### src/rtl/autofire_button_overlay_macros.svh
// assertion macros used by the autofire overlay rtl
`ifndef AUTOFIRE_BUTTON_OVERLAY_MACROS_SVH
`define AUTOFIRE_BUTTON_OVERLAY_MACROS_SVH

// same-cycle implication, checked out of reset
`define AFBO_ASSERT_NOW(label, ante, cons, msg) \
	label: assert property (@(posedge clk) disable iff (!arst_n) (ante) |-> (cons)) \
		else $error(msg);

// next-cycle implication, checked out of reset
`define AFBO_ASSERT_NEXT(label, ante, cons, msg) \
	label: assert property (@(posedge clk) disable iff (!arst_n) (ante) |=> (cons)) \
		else $error(msg);

`endif

### src/rtl/afbo_pkg.sv
// package with types, constants and the period table of the autofire overlay
package afbo_pkg;

	localparam int FUNC_W   = 3;
	localparam int BUTTON_W = 4;
	localparam int RATE_W   = 6;
	localparam int FRAME_W  = 64;
	localparam int MASK_W   = 16;
	localparam int STEP_W   = $clog2(FRAME_W);
	localparam int MASK_IDX_W = $clog2(MASK_W);

	localparam logic [RATE_W-1:0] RATE_MAX = RATE_W'(60);

	typedef enum logic [FUNC_W-1:0] {
		FUNC_ARM        = 3'd0,
		FUNC_READ       = 3'd1,
		FUNC_CLR_PLAYER = 3'd2,
		FUNC_CLR_ALL    = 3'd3,
		FUNC_QUERY      = 3'd4
	} func_t;

	typedef enum logic [2:0] {
		ST_IDLE,
		ST_FETCH,
		ST_LOAD,
		ST_DIV,
		ST_DONE
	} state_t;

	// table commands from the sequencer
	typedef struct packed {
		logic wr;
		logic rd;
		logic clr_row;
		logic clr_all;
	} tbl_cmd_t;

	// remainder unit control and status
	typedef struct packed {
		logic load;
		logic start;
	} mod_ctl_t;

	typedef struct packed {
		logic done;
		logic rem_zero;
	} mod_sts_t;

	// press period in frames, 60 / rate rounded down, never below one
	function automatic logic [RATE_W-1:0] period_of(input logic [RATE_W-1:0] r);
		logic [RATE_W-1:0] p;
		case (r) inside
			[6'd31:6'd63]: p = 6'd1;
			[6'd21:6'd30]: p = 6'd2;
			[6'd16:6'd20]: p = 6'd3;
			[6'd13:6'd15]: p = 6'd4;
			[6'd11:6'd12]: p = 6'd5;
			[6'd9:6'd10]:  p = 6'd6;
			6'd8:          p = 6'd7;
			6'd7:          p = 6'd8;
			6'd6:          p = 6'd10;
			6'd5:          p = 6'd12;
			6'd4:          p = 6'd15;
			6'd3:          p = 6'd20;
			6'd2:          p = 6'd30;
			6'd1:          p = 6'd60;
			default:       p = 6'd1;
		endcase
		return p;
	endfunction

endpackage

### src/rtl/afbo_if.sv
// request and response channel interfaces of the autofire overlay
interface afbo_req_if;
	import afbo_pkg::*;

	logic                valid;
	logic                ready;
	logic [FUNC_W-1:0]   func;
	logic                player;
	logic [BUTTON_W-1:0] button;
	logic [RATE_W-1:0]   rate;
	logic [FRAME_W-1:0]  frame;

	modport source (output valid, func, player, button, rate, frame, input ready);
	modport sink (input valid, func, player, button, rate, frame, output ready);
endinterface

interface afbo_rsp_if;
	import afbo_pkg::*;

	logic              valid;
	logic              ready;
	logic [MASK_W-1:0] pressed_mask;
	logic [RATE_W-1:0] rate_value;
	logic              player_armed;
	logic              any_armed;

	modport source (output valid, pressed_mask, rate_value, player_armed, any_armed,
		input ready);
	modport sink (input valid, pressed_mask, rate_value, player_armed, any_armed,
		output ready);
endinterface

### src/rtl/afbo_mod.sv
// bit-serial remainder unit: frame modulo period, one frame bit per cycle
module afbo_mod (
	input  logic                             clk,
	input  logic                             arst_n,
	input  afbo_pkg::mod_ctl_t               ctl,
	input  logic [afbo_pkg::FRAME_W-1:0]     frame,
	input  logic [afbo_pkg::RATE_W-1:0]      divisor,
	output afbo_pkg::mod_sts_t               sts
);
	import afbo_pkg::*;

	logic [FRAME_W-1:0] frame_q;
	logic [RATE_W-1:0]  div_q;
	logic [RATE_W-1:0]  rem_q;
	logic [STEP_W-1:0]  cnt_q;
	logic               busy_q;
	logic               done_q;
	logic [RATE_W:0]    trial;
	logic [RATE_W-1:0]  rem_d;

	// one restoring step: bring in the next frame bit, subtract if it fits
	always_comb begin
		trial = {rem_q, frame_q[FRAME_W-1]};
		if (trial >= {1'b0, div_q}) begin
			rem_d = RATE_W'(trial - {1'b0, div_q});
		end else begin
			rem_d = trial[RATE_W-1:0];
		end
	end

	// frame rotates so that it is whole again after each pass
	always_ff @(posedge clk) begin
		if (ctl.load) begin
			frame_q <= frame;
		end else if (busy_q) begin
			frame_q <= {frame_q[FRAME_W-2:0], frame_q[FRAME_W-1]};
		end
		if (ctl.start) begin
			div_q <= divisor;
			rem_q <= '0;
		end else if (busy_q) begin
			rem_q <= rem_d;
		end
	end

	// step counter and done pulse
	always_ff @(posedge clk or negedge arst_n) begin
		if (!arst_n) begin
			cnt_q  <= '0;
			busy_q <= 1'b0;
			done_q <= 1'b0;
		end else begin
			done_q <= 1'b0;
			if (ctl.start) begin
				cnt_q  <= '0;
				busy_q <= 1'b1;
			end else if (busy_q) begin
				cnt_q <= cnt_q + 1'b1;
				if (cnt_q == STEP_W'(FRAME_W - 1)) begin
					busy_q <= 1'b0;
					done_q <= 1'b1;
				end
			end
		end
	end

	assign sts.done     = done_q;
	assign sts.rem_zero = (rem_q == '0);

endmodule

### src/rtl/afbo_table.sv
// rate table: memory of rates plus one armed flag per entry
module afbo_table #(
	parameter int BUTTONS = 16,
	parameter int PLAYERS = 2
) (
	input  logic                              clk,
	input  logic                              arst_n,
	input  afbo_pkg::tbl_cmd_t                cmd,
	input  logic                              player,
	input  logic [afbo_pkg::BUTTON_W-1:0]     button,
	input  logic [afbo_pkg::RATE_W-1:0]       wr_rate,
	output logic [afbo_pkg::RATE_W-1:0]       rd_rate,
	output logic [PLAYERS-1:0]                row_armed
);
	import afbo_pkg::*;

	localparam int ENTRIES = PLAYERS * BUTTONS;
	localparam int ENT_W   = (ENTRIES > 1) ? $clog2(ENTRIES) : 1;
	localparam int ROW_W   = (PLAYERS > 1) ? $clog2(PLAYERS) : 1;
	localparam int COL_W   = (BUTTONS > 1) ? $clog2(BUTTONS) : 1;

	logic [RATE_W-1:0]  mem_q [ENTRIES];
	logic [BUTTONS-1:0] armed_q [PLAYERS];
	logic [RATE_W-1:0]  rd_data_q;
	logic               rd_armed_q;
	logic [ENT_W-1:0]   addr;
	logic [ROW_W-1:0]   row;
	logic [COL_W-1:0]   col;

	assign addr = ENT_W'(32'(player) * BUTTONS + 32'(button));
	assign row  = ROW_W'(player);
	assign col  = COL_W'(button);

	// rate storage, registered read
	always_ff @(posedge clk) begin
		if (cmd.wr) begin
			mem_q[addr] <= wr_rate;
		end
		if (cmd.rd) begin
			rd_data_q <= mem_q[addr];
		end
	end

	// armed flags, set or cleared by writes, cleared at reset and by the clear operations
	always_ff @(posedge clk or negedge arst_n) begin
		if (!arst_n) begin
			for (int p = 0; p < PLAYERS; p++) begin
				armed_q[p] <= '0;
			end
			rd_armed_q <= 1'b0;
		end else begin
			if (cmd.clr_all) begin
				for (int p = 0; p < PLAYERS; p++) begin
					armed_q[p] <= '0;
				end
			end else if (cmd.clr_row) begin
				armed_q[row] <= '0;
			end else if (cmd.wr) begin
				armed_q[row][col] <= (wr_rate != '0);
			end
			if (cmd.rd) begin
				rd_armed_q <= armed_q[row][col];
			end
		end
	end

	// an entry that is not armed reads as zero
	assign rd_rate = rd_armed_q ? rd_data_q : '0;

	always_comb begin
		for (int p = 0; p < PLAYERS; p++) begin
			row_armed[p] = |armed_q[p];
		end
	end

endmodule

### src/rtl/autofire_button_overlay.sv
// arm, read and clear go from transfer through the done state to the result register
// frame query walks the buttons one by one
// each button costs a table read, a load step and 64 serial remainder steps
// one item at a time; the next transfer is taken once the result is registered
// reset (arst_n low) clears every rate to off and empties the result register
module autofire_button_overlay #(
	parameter int BUTTONS = 16,
	parameter int PLAYERS = 2
) (
	input  logic       clk,
	input  logic       arst_n,
	afbo_req_if.sink   req,
	afbo_rsp_if.source rsp
);
	import afbo_pkg::*;

	`include "autofire_button_overlay_macros.svh"

	localparam int ROW_W = (PLAYERS > 1) ? $clog2(PLAYERS) : 1;
	localparam int CNT_W = (BUTTONS > 1) ? $clog2(BUTTONS) : 1;

	state_t              state_q, state_d;
	func_t               req_func, func_q;
	logic                req_fire;
	logic                req_pl_ok, req_bt_ok;
	logic                player_q, pl_ok_q, bt_ok_q;
	logic [CNT_W-1:0]    cnt_q;
	logic [MASK_W-1:0]   mask_q;
	logic                last_btn;
	logic                fire_bit;
	logic                out_load;
	logic [RATE_W-1:0]   arm_rate;

	tbl_cmd_t            tbl_cmd;
	logic                tbl_player;
	logic [BUTTON_W-1:0] tbl_button;
	logic [RATE_W-1:0]   tbl_rate;
	logic [PLAYERS-1:0]  row_armed;
	mod_ctl_t            mod_ctl;
	mod_sts_t            mod_sts;

	logic                rsp_valid_q;
	logic [MASK_W-1:0]   rsp_mask_q;
	logic [RATE_W-1:0]   rsp_rate_q;
	logic                rsp_parmed_q;
	logic                rsp_any_q;

	// request decode
	assign req_fire  = req.valid && req.ready;
	assign req_func  = func_t'(req.func);
	assign req_pl_ok = (32'(req.player) < PLAYERS);
	assign req_bt_ok = (32'(req.button) < BUTTONS);
	assign arm_rate  = (req.rate > RATE_MAX) ? RATE_MAX : req.rate;
	assign last_btn  = (cnt_q == CNT_W'(BUTTONS - 1));
	assign fire_bit  = (tbl_rate != '0) && ((tbl_rate >= RATE_MAX) || mod_sts.rem_zero);

	afbo_table #(
		.BUTTONS (BUTTONS),
		.PLAYERS (PLAYERS)
	) u_table (
		.clk       (clk),
		.arst_n    (arst_n),
		.cmd       (tbl_cmd),
		.player    (tbl_player),
		.button    (tbl_button),
		.wr_rate   (arm_rate),
		.rd_rate   (tbl_rate),
		.row_armed (row_armed)
	);

	afbo_mod u_mod (
		.clk     (clk),
		.arst_n  (arst_n),
		.ctl     (mod_ctl),
		.frame   (req.frame),
		.divisor (period_of(tbl_rate)),
		.sts     (mod_sts)
	);

	// next state
	always_comb begin
		state_d = state_q;
		unique case (state_q)
			ST_IDLE: begin
				if (req_fire) begin
					if (req_func == FUNC_QUERY && req_pl_ok) begin
						state_d = ST_FETCH;
					end else begin
						state_d = ST_DONE;
					end
				end
			end
			ST_FETCH: state_d = ST_LOAD;
			ST_LOAD:  state_d = ST_DIV;
			ST_DIV: begin
				if (mod_sts.done) begin
					state_d = last_btn ? ST_DONE : ST_FETCH;
				end
			end
			ST_DONE: begin
				if (out_load) begin
					state_d = ST_IDLE;
				end
			end
			default: state_d = ST_IDLE;
		endcase
	end

	// state outputs
	always_comb begin
		req.ready  = 1'b0;
		tbl_cmd    = '0;
		tbl_player = player_q;
		tbl_button = BUTTON_W'(cnt_q);
		mod_ctl    = '0;
		out_load   = 1'b0;
		unique case (state_q)
			ST_IDLE: begin
				req.ready  = 1'b1;
				tbl_player = req.player;
				tbl_button = req.button;
				if (req.valid) begin
					unique case (req_func)
						FUNC_ARM:        tbl_cmd.wr      = req_pl_ok && req_bt_ok;
						FUNC_READ:       tbl_cmd.rd      = req_pl_ok && req_bt_ok;
						FUNC_CLR_PLAYER: tbl_cmd.clr_row = req_pl_ok;
						FUNC_CLR_ALL:    tbl_cmd.clr_all = 1'b1;
						FUNC_QUERY:      mod_ctl.load    = 1'b1;
						default:         tbl_cmd         = '0;
					endcase
				end
			end
			ST_FETCH: tbl_cmd.rd    = 1'b1;
			ST_LOAD:  mod_ctl.start = 1'b1;
			ST_DIV:   out_load      = 1'b0;
			ST_DONE:  out_load      = !rsp_valid_q || rsp.ready;
			default:  out_load      = 1'b0;
		endcase
	end

	// sequencer registers
	always_ff @(posedge clk or negedge arst_n) begin
		if (!arst_n) begin
			state_q  <= ST_IDLE;
			func_q   <= FUNC_ARM;
			player_q <= 1'b0;
			pl_ok_q  <= 1'b0;
			bt_ok_q  <= 1'b0;
			cnt_q    <= '0;
			mask_q   <= '0;
		end else begin
			state_q <= state_d;
			if (req_fire) begin
				func_q   <= req_func;
				player_q <= req.player;
				pl_ok_q  <= req_pl_ok;
				bt_ok_q  <= req_bt_ok;
				cnt_q    <= '0;
				mask_q   <= '0;
			end else if (state_q == ST_DIV && mod_sts.done) begin
				mask_q[MASK_IDX_W'(cnt_q)] <= fire_bit;
				cnt_q <= cnt_q + 1'b1;
			end
		end
	end

	// result register valid
	always_ff @(posedge clk or negedge arst_n) begin
		if (!arst_n) begin
			rsp_valid_q <= 1'b0;
		end else if (out_load) begin
			rsp_valid_q <= 1'b1;
		end else if (rsp.ready) begin
			rsp_valid_q <= 1'b0;
		end
	end

	// result register payload
	always_ff @(posedge clk) begin
		if (out_load) begin
			rsp_mask_q   <= (func_q == FUNC_QUERY) ? mask_q : '0;
			rsp_rate_q   <= (func_q == FUNC_READ && pl_ok_q && bt_ok_q) ? tbl_rate : '0;
			rsp_parmed_q <= pl_ok_q && row_armed[ROW_W'(player_q)];
			rsp_any_q    <= |row_armed;
		end
	end

	assign rsp.valid        = rsp_valid_q;
	assign rsp.pressed_mask = rsp_mask_q;
	assign rsp.rate_value   = rsp_rate_q;
	assign rsp.player_armed = rsp_parmed_q;
	assign rsp.any_armed    = rsp_any_q;

	// checks
	`AFBO_ASSERT_NOW(a_done_in_div, mod_sts.done, state_q == ST_DIV,
		"remainder done outside the divide state")
	`AFBO_ASSERT_NEXT(a_transfer_leaves_idle, req_fire, state_q != ST_IDLE,
		"sequencer stayed idle after a request transfer")
	`AFBO_ASSERT_NEXT(a_mask_zero_non_query, out_load && func_q != FUNC_QUERY,
		rsp.pressed_mask == '0, "pressed mask set for a non-query result")
	`AFBO_ASSERT_NOW(a_mask_in_range, rsp.valid, (rsp.pressed_mask >> BUTTONS) == '0,
		"pressed mask has a bit beyond the button count")

endmodule

### src/flat_wrapper.sv
// flat-port wrapper written by rule: the top's interface ports become plain ports
module autofire_button_overlay_flat import afbo_pkg::*;
#(
	parameter int BUTTONS = 16,
	parameter int PLAYERS = 2
)
  (clk, arst_n, req_valid, req_func, req_player, req_button, req_rate, req_frame, req_ready, rsp_valid, rsp_pressed_mask, rsp_rate_value, rsp_player_armed, rsp_any_armed, rsp_ready);
  afbo_req_if req_i ();
  afbo_rsp_if rsp_i ();
  input  logic clk;
  input  logic arst_n;
  input wire logic [$bits(req_i.valid)-1:0] req_valid;
  input wire logic [$bits(req_i.func)-1:0] req_func;
  input wire logic [$bits(req_i.player)-1:0] req_player;
  input wire logic [$bits(req_i.button)-1:0] req_button;
  input wire logic [$bits(req_i.rate)-1:0] req_rate;
  input wire logic [$bits(req_i.frame)-1:0] req_frame;
  output wire logic [$bits(req_i.ready)-1:0] req_ready;
  output wire logic [$bits(rsp_i.valid)-1:0] rsp_valid;
  output wire logic [$bits(rsp_i.pressed_mask)-1:0] rsp_pressed_mask;
  output wire logic [$bits(rsp_i.rate_value)-1:0] rsp_rate_value;
  output wire logic [$bits(rsp_i.player_armed)-1:0] rsp_player_armed;
  output wire logic [$bits(rsp_i.any_armed)-1:0] rsp_any_armed;
  input wire logic [$bits(rsp_i.ready)-1:0] rsp_ready;
  assign req_i.valid = req_valid;
  assign req_i.func = req_func;
  assign req_i.player = req_player;
  assign req_i.button = req_button;
  assign req_i.rate = req_rate;
  assign req_i.frame = req_frame;
  assign req_ready = req_i.ready;
  assign rsp_valid = rsp_i.valid;
  assign rsp_pressed_mask = rsp_i.pressed_mask;
  assign rsp_rate_value = rsp_i.rate_value;
  assign rsp_player_armed = rsp_i.player_armed;
  assign rsp_any_armed = rsp_i.any_armed;
  assign rsp_i.ready = rsp_ready;
  autofire_button_overlay #(.BUTTONS(BUTTONS), .PLAYERS(PLAYERS)) u_core (.clk(clk), .arst_n(arst_n), .req(req_i), .rsp(rsp_i));
endmodule
### config.mk
export PLATFORM = sky130hd
export DESIGN_NAME = autofire_button_overlay_flat
export DESIGN_NICKNAME = d
export VERILOG_FILES = /design/src/rtl/afbo_pkg.sv /design/src/rtl/afbo_if.sv /design/src/rtl/afbo_mod.sv /design/src/rtl/afbo_table.sv /design/src/rtl/autofire_button_overlay.sv /design/src/flat_wrapper.sv
export VERILOG_INCLUDE_DIRS = /design/src /design/src/rtl
export SDC_FILE = /design/constraint.sdc
export NUM_CORES = 1
export LEC_CHECK = 0
export BUFFER_PORTS_ARGS = -buffer_cell sky130_fd_sc_hd__buf_2
export CAP_MARGIN = 10
export CORE_ASPECT_RATIO = 0.6
export CORE_MARGIN = 2
export CORE_UTILIZATION = 40
export CTS_CLUSTER_DIAMETER = 200
export DETAILED_ROUTE_END_ITERATION = 12
export SETUP_SLACK_MARGIN = 0.4
export SLEW_MARGIN = 20
export SYNTH_ARGS = -nofsm -noshare
export SYNTH_HDL_FRONTEND = slang
export SYNTH_SLANG_ARGS = --single-unit
### constraint.sdc
create_clock -name clk -period 7.5 [get_ports clk]
set_clock_uncertainty 0.15 [all_clocks]
set_input_delay 0.75 -clock clk [delete_from_list [all_inputs] [get_ports clk]]
set_output_delay 0.75 -clock clk [all_outputs]
set_load 0.05 [all_outputs]
# Word-level counts from Yosys, hierarchy flattened
# Memory sizes are Yosys's and may differ from the RTL's. A register that Yosys moved wholly into a read port is not among the register bits.
# Cells that the tools add are included.
# totals
regBits	170
mem_bits_rw	192
inputBits	82
output_inout_bits	26
wordCells	189
memories	1
# mem_list
memory	words	width	rd	rd_ports_with_merged_regs	write_ports	line_no	rtl
u_core.u_table.mem_q	32	6	1	1	1	afbo_table.sv:22	logic [RATE_W-1:0] mem_q [ENTRIES];
# op_classes
n_addsub	4
n_lt_le_gt_ge	22
n_eq_ne	23
n_mux	76
n_bitwise	3
reduce_logical	36
# op_table
operator	count
$mux W64	2
$mux W16	7
$mux W32	3
$mux W6	6
$and A32 B32 Y32	1
$bwmux W32	1
$demux W16 S1	2
$mux W4	8
$not A32 Y32	1
$reduce_or A16 Y1	2
$reduce_or A32 Y1	1
$mux W1	27
$mux W3	9
$eq A6 B3 Y1 const B	4
$ge A6 B4 Y1 const B	3
$ge A6 B5 Y1 const B	3
$le A6 B4 Y1 const B	3
$bwmux W16	1
$logic_and A1 B1 Y1	15
$pmux W3 S5	1
$reduce_or A13 Y1	1
$eq A3 B2 Y1 const B	4
$eq A6 B2 Y1 const B	2
$le A6 B5 Y1 const B	2
other kinds (38)	55

# Longest topological paths before layout
# depth
depth_word	15
ltp_mapped	10
ltp_nobuf	9

# Hierarchy
# From an unflattened synthesis, not the netlist that was laid out.
# unflattened
cells_unflattened	1093
area_unflattened_um2	16418.2
# by_module_without_submodules
mod	n_inst	cells_per_inst	area_per_inst_um2	seq_area_each_um2
afbo_table	1	585	9818.2	6771.5
afbo_mod	1	254	3838.7	2422.3
autofire_button_overlay	1	254	2761.4	1446.4

# Worst setup path after synthesis
# Ideal clock, no wire load.
# synth_path
path_kind	input to register
startpoint	input req_valid
endpoint	register u_core.u_mod.frame_q[0], enable pin
setup_ns	0.432
arrival_ns	3.185
required_ns	6.918
slack_ns	3.732
path_stages	5
n_path_buf	2
cell_sequence	nor4b_4 nand3_1 clkbuf_1 clkbuf_1 nand2b_1
# synth_between
elab_chain_len	3
# synth_lines
element	line_no	rtl
start, declared	flat_wrapper.sv:12	input wire logic [$bits(req_i.valid)-1:0] req_valid;
$mux W1	autofire_button_overlay.sv:122	if (req.valid) begin
$mux W1	autofire_button_overlay.sv:117	unique case (state_q)
$reduce_bool A2 Y1 (no line)	n/a	
end signal, assigned	afbo_mod.sv:34	frame_q <= frame;
end signal, assigned	afbo_mod.sv:36	frame_q <= {frame_q[FRAME_W-2:0], frame_q[FRAME_W-1]};
end, declared	afbo_mod.sv:12	logic [FRAME_W-1:0] frame_q;
# Every way passes these cells.
# A chain may end at the register's enable or synchronous reset.

# Worst setup path in the final report
# layout_path
startpoint	register u_core.state_q[1]
endpoint	register u_core.u_table.rd_data_q[5], read port of u_core.u_table.mem_q (data pin)
# layout_between
elab_chain_len	3
word_cells_on_any_way	6
cone_classes	1 x add/sub; 1 x eq/ne; 3 x mux; 1 x reduce/logical
# layout_lines
element	line_no	rtl
start, declared	autofire_button_overlay.sv:22	state_t state_q, state_d;
start signal, assigned	autofire_button_overlay.sv:152	state_q <= state_d;
$logic_not A3 Y1	autofire_button_overlay.sv:117	
$mux W4 / $mux W1 (equally long branches)	autofire_button_overlay.sv:117	
$add A5 B4 Y5	afbo_table.sv:30	assign addr = ENT_W'(32'(player) * BUTTONS + 32'(button));
end, declared	afbo_table.sv:24	logic [RATE_W-1:0] rd_data_q;
# Several ways; a longest one is shown, not always the timed one.

==> impl_metrics.py <==
metrics = {
    "global_routing": {
        "grt_max_degree": 71,
        "grt_pass1_wl_um": 68500,
        "grt_pass1_vias": 10721,
        "met3_usage": 0.0829,
        "grt-ovfl-total": 0,
        "grt_util_all_layers": 0.213,
        "grtUsageMet1": 0.325,
        "top_usage_layer": "met1",
        "antenna_found_initial": 3,
        "use_met2": 0.275,
    },
    "synthesis": {
        "synth_area_per_cell_um2": 12.8,
        "syn_inst": 1279,
        "synth_top_area_frac": 0.534,
        "synth_ff_type": "edfxtp_1",
        "syn-cell-area_um2": 16400,
        "synth-adder-area-share": 0.00959,
        "synth_compound_area_frac": 0.0813,
        "ys_top_cells_by_area": "edfxtp_1, dfrtp_1, mux2_2",
        "syn_nets": 1373,
        "synth-simple-area-share": 0.140,
        "synth_seq_cells": 368,
        "yosysTopAreaCell": "edfxtp_1",
        "ys_seq_area_frac": 0.648,
        "synth_top_family_by_area": "simple AND/OR/NAND/NOR gates",
        "netlist-cell-type-count": 67,
        "synth_enable_flop_cells": 292,
        "yosysWarnings": 0,
        "synth.mux.area_fraction": 0.0871,
        "synth_xor_area_frac": 0.00586,
        "async_reset_ff_frac": 0.190,
    },
    "setup_path": {
        "end_kind": "flip-flop",
        "crit_type": "reg2reg",
        "slowest_delay_ps": 870,
        "reg2reg_depth": 7,
        "cp_max_fo": 58,
        "rr_endpoint": "u_core.u_table.rd_data_q[5]",
        "cpMaxStageDelayCell": "or4b_4",
        "crit_chain": "or4b_4 > nand2_2 > buf_4 > a2111oi_0 > nor4_1 > a22oi_1 > o211ai_1",
        "r2r_slack_ps": 3580,
        "reg2reg_from": "u_core.state_q[1]",
        "arrival_ps": 4160,
        "required_ps": 7740,
        "cp-start-kind": "flip-flop",
    },
    "cells_and_area": {
        "nets": 1450,
        "fillers": 3650,
        "final_util": 0.462,
        "syn_to_final_growth_pct": 14.0,
        "layout.cells.non_filler": 1918,
        "final_layout_size_suffix_gt1_frac": 0.212,
    },
    "place": {
        "portBuffers": 107,
        "dp_slack_ps": 3710,
        "hpwl_um": 30600,
        "globalplace.congestion": 0.990,
        "dpl.cell_count": 1848,
    },
    "timing": {
        "tightest_slew_ps": 1120,
        "hold_viol": 0,
        "slew_viol_final": 0,
        "rsz0062_at_grt": "no",
        "timing.final.crit_period_ps": 3920,
        "slew_headroom": 0.247,
        "fmax_mhz": 255,
        "setup_ws_ps": 3580,
        "period_share": 0.522,
        "finalSetupViolCount": 0,
        "setup_tns_ps": 0,
    },
    "clocking": {
        "clock_path_buffers": 3,
        "clkLatencyLatePin_ps": 550,
        "holdBufCountCts": 0,
        "cts-resized-gates": 0,
        "cts.sinks": 368,
        "cts_buffers": 37,
        "clk_pin_slew_ps": 70,
        "cts_root_buffer": "clkbuf_16",
        "cts_tree": "done",
        "postCtsSetupBuffers": 0,
        "htree_levels": 2,
    },
    "detailed_routing": {
        "ant_nets": 0,
        "avgViaCountPerCell": 5.88,
        "wirelength_um": 45800,
        "vias": 11285,
        "drtPass1Iterations": 6,
        "drt_iter0_drc": 1423,
        "post-route-drc-count": 0,
        "wire_per_inst_um": 23.9,
    },
    "pwr": {
        "power.density_nw_per_um2": 301,
        "p_leak_nw": 6.80,
        "power_mw": 5.63,
        "ir_worst_vdd_v": 0.000145,
    },
    "floorplanning": {
        "die_area_um2": 42800,
        "ios": 108,
        "coreArea_um2": 40500,
        "die-width_um": 266,
        "start_util": 0.406,
        "row_count": 57,
        "die_h_um": 161,
    },
    "status": {
        "status": "finished, final reports clean",
    },
    "hold_path": {
        "hp-class": "in2async",
    },
    "flow_run": {
        "cap_violations": 0,
    },
}
-- per-stage QoR --
stage,hold slack (ps),instance area [um2]
floorplan,299,16400
global route,336,18700
CTS,298,18700
global placement,336,17400
detailed placement,357,17500
finish,267,18700
-- logic make-up after synthesis --
family                     count (synthesis)
AOI/OAI and AO/OA                        197
xor gates and xnor gates                  11
buffers and inverters                    111
and+or+nand+nor                          465
muxes                                    115
adders and majority gates                 12
DFF                                      368
-- worst max-delay path: cells and delay by family, from the launching register on --
family          cells  cell delay, ps
buf+inv             1             630
simple gates        3            1690
flops               1             700
compound gates      3             550
-- cell usage in the layout (no fill, tap or decap), drive strengths merged, types with 35 or more instances in the layout --
cell / count
mux2: 64
clkbuf: 48
nand2: 166
nor2: 78
o21ai: 41
nand3: 51
mux2i: 35
dfrtp: 70
buf: 128
edfxtp: 292
-- worst max-delay path by stage --
stage | from | slack, ps | endpoint
detailed placement | u_core.state_q[0] | 3710 | u_core.u_table.rd_data_q[5]
floorplan | req_valid | 3730 | u_core.u_mod.frame_q[0]
global placement | req_button[3] | 3730 | u_core.u_table.mem_q[11][2]
CTS | u_core.state_q[0] | 3690 | u_core.u_table.rd_data_q[5]
finish | u_core.state_q[1] | 3580 | u_core.u_table.rd_data_q[5]
global route | u_core.state_q[0] | 3390 | u_core.u_table.mem_q[10][0]
-- flip-flops by register name (all words and copies together), names as in the netlist, 3 cells and up --
name,cells
u_core.u_table.rd_data_q,6
u_core.u_table.mem_q,192
u_core.u_table.armed_q,32
u_core.cnt_q,4
u_core.u_mod.rem_q,6
u_core.mask_q,16
u_core.rsp.pressed_mask,16
u_core.u_mod.div_q,6
u_core.state_q,3
u_core.u_mod.cnt_q,6
u_core.rsp.rate_value,6
u_core.u_mod.frame_q,64
u_core.func_q,3
-- report_power, final --
part / switching (mW) / leakage (nW) / internal, mW
sequential: 0.134 / 3.71 / 2.54
combinational: 0.632 / 2.49 / 0.417
clock: 0.802 / 0.600 / 1.12
-- cell type report --
class / instances / area, um2 / share of cell area
timing repair buffer: 128 / 693 / 0.0370
clock buffer: 48 / 1030 / 0.0550
sequential: 368 / 10600 / 0.568
antenna: 3 / 7.51 / 0.000401
multi-input combinational: 800 / 5400 / 0.288
inverter: 21 / 78.8 / 0.00421
tap: 531 / 664 / 0.0355
clock inverter: 19 / 214 / 0.0114
-- synthesized netlist by cell type, types with 7 or more instances --
cell type and instances:
nand3_1 51, o21ai_1 7, buf_2 26, a2111oi_0 15, nor2_1 76, a21oi_1 33
mux2_2 64, edfxtp_1 292, clkbuf_1 57, o31ai_1 13, mux2i_1 35, ha_1 11
dfrtp_1 70, o21ai_0 34, nand4_1 24, a211oi_1 15, and3_1 34, nor4_1 20
a31oi_1 25, mux4_2 16, o211ai_1 8, nand2_1 165, and2_1 27, o41ai_1 7
inv_1 21, nor3_1 24
-- metal layers --
metal,up-vias,share of wire
met1,5598,0.46
met3,97,0.12
met5,-,0.00028
met4,2,0.028
met2,578,0.40
li1,5010,-
Power figures use the tool's default switching activity.
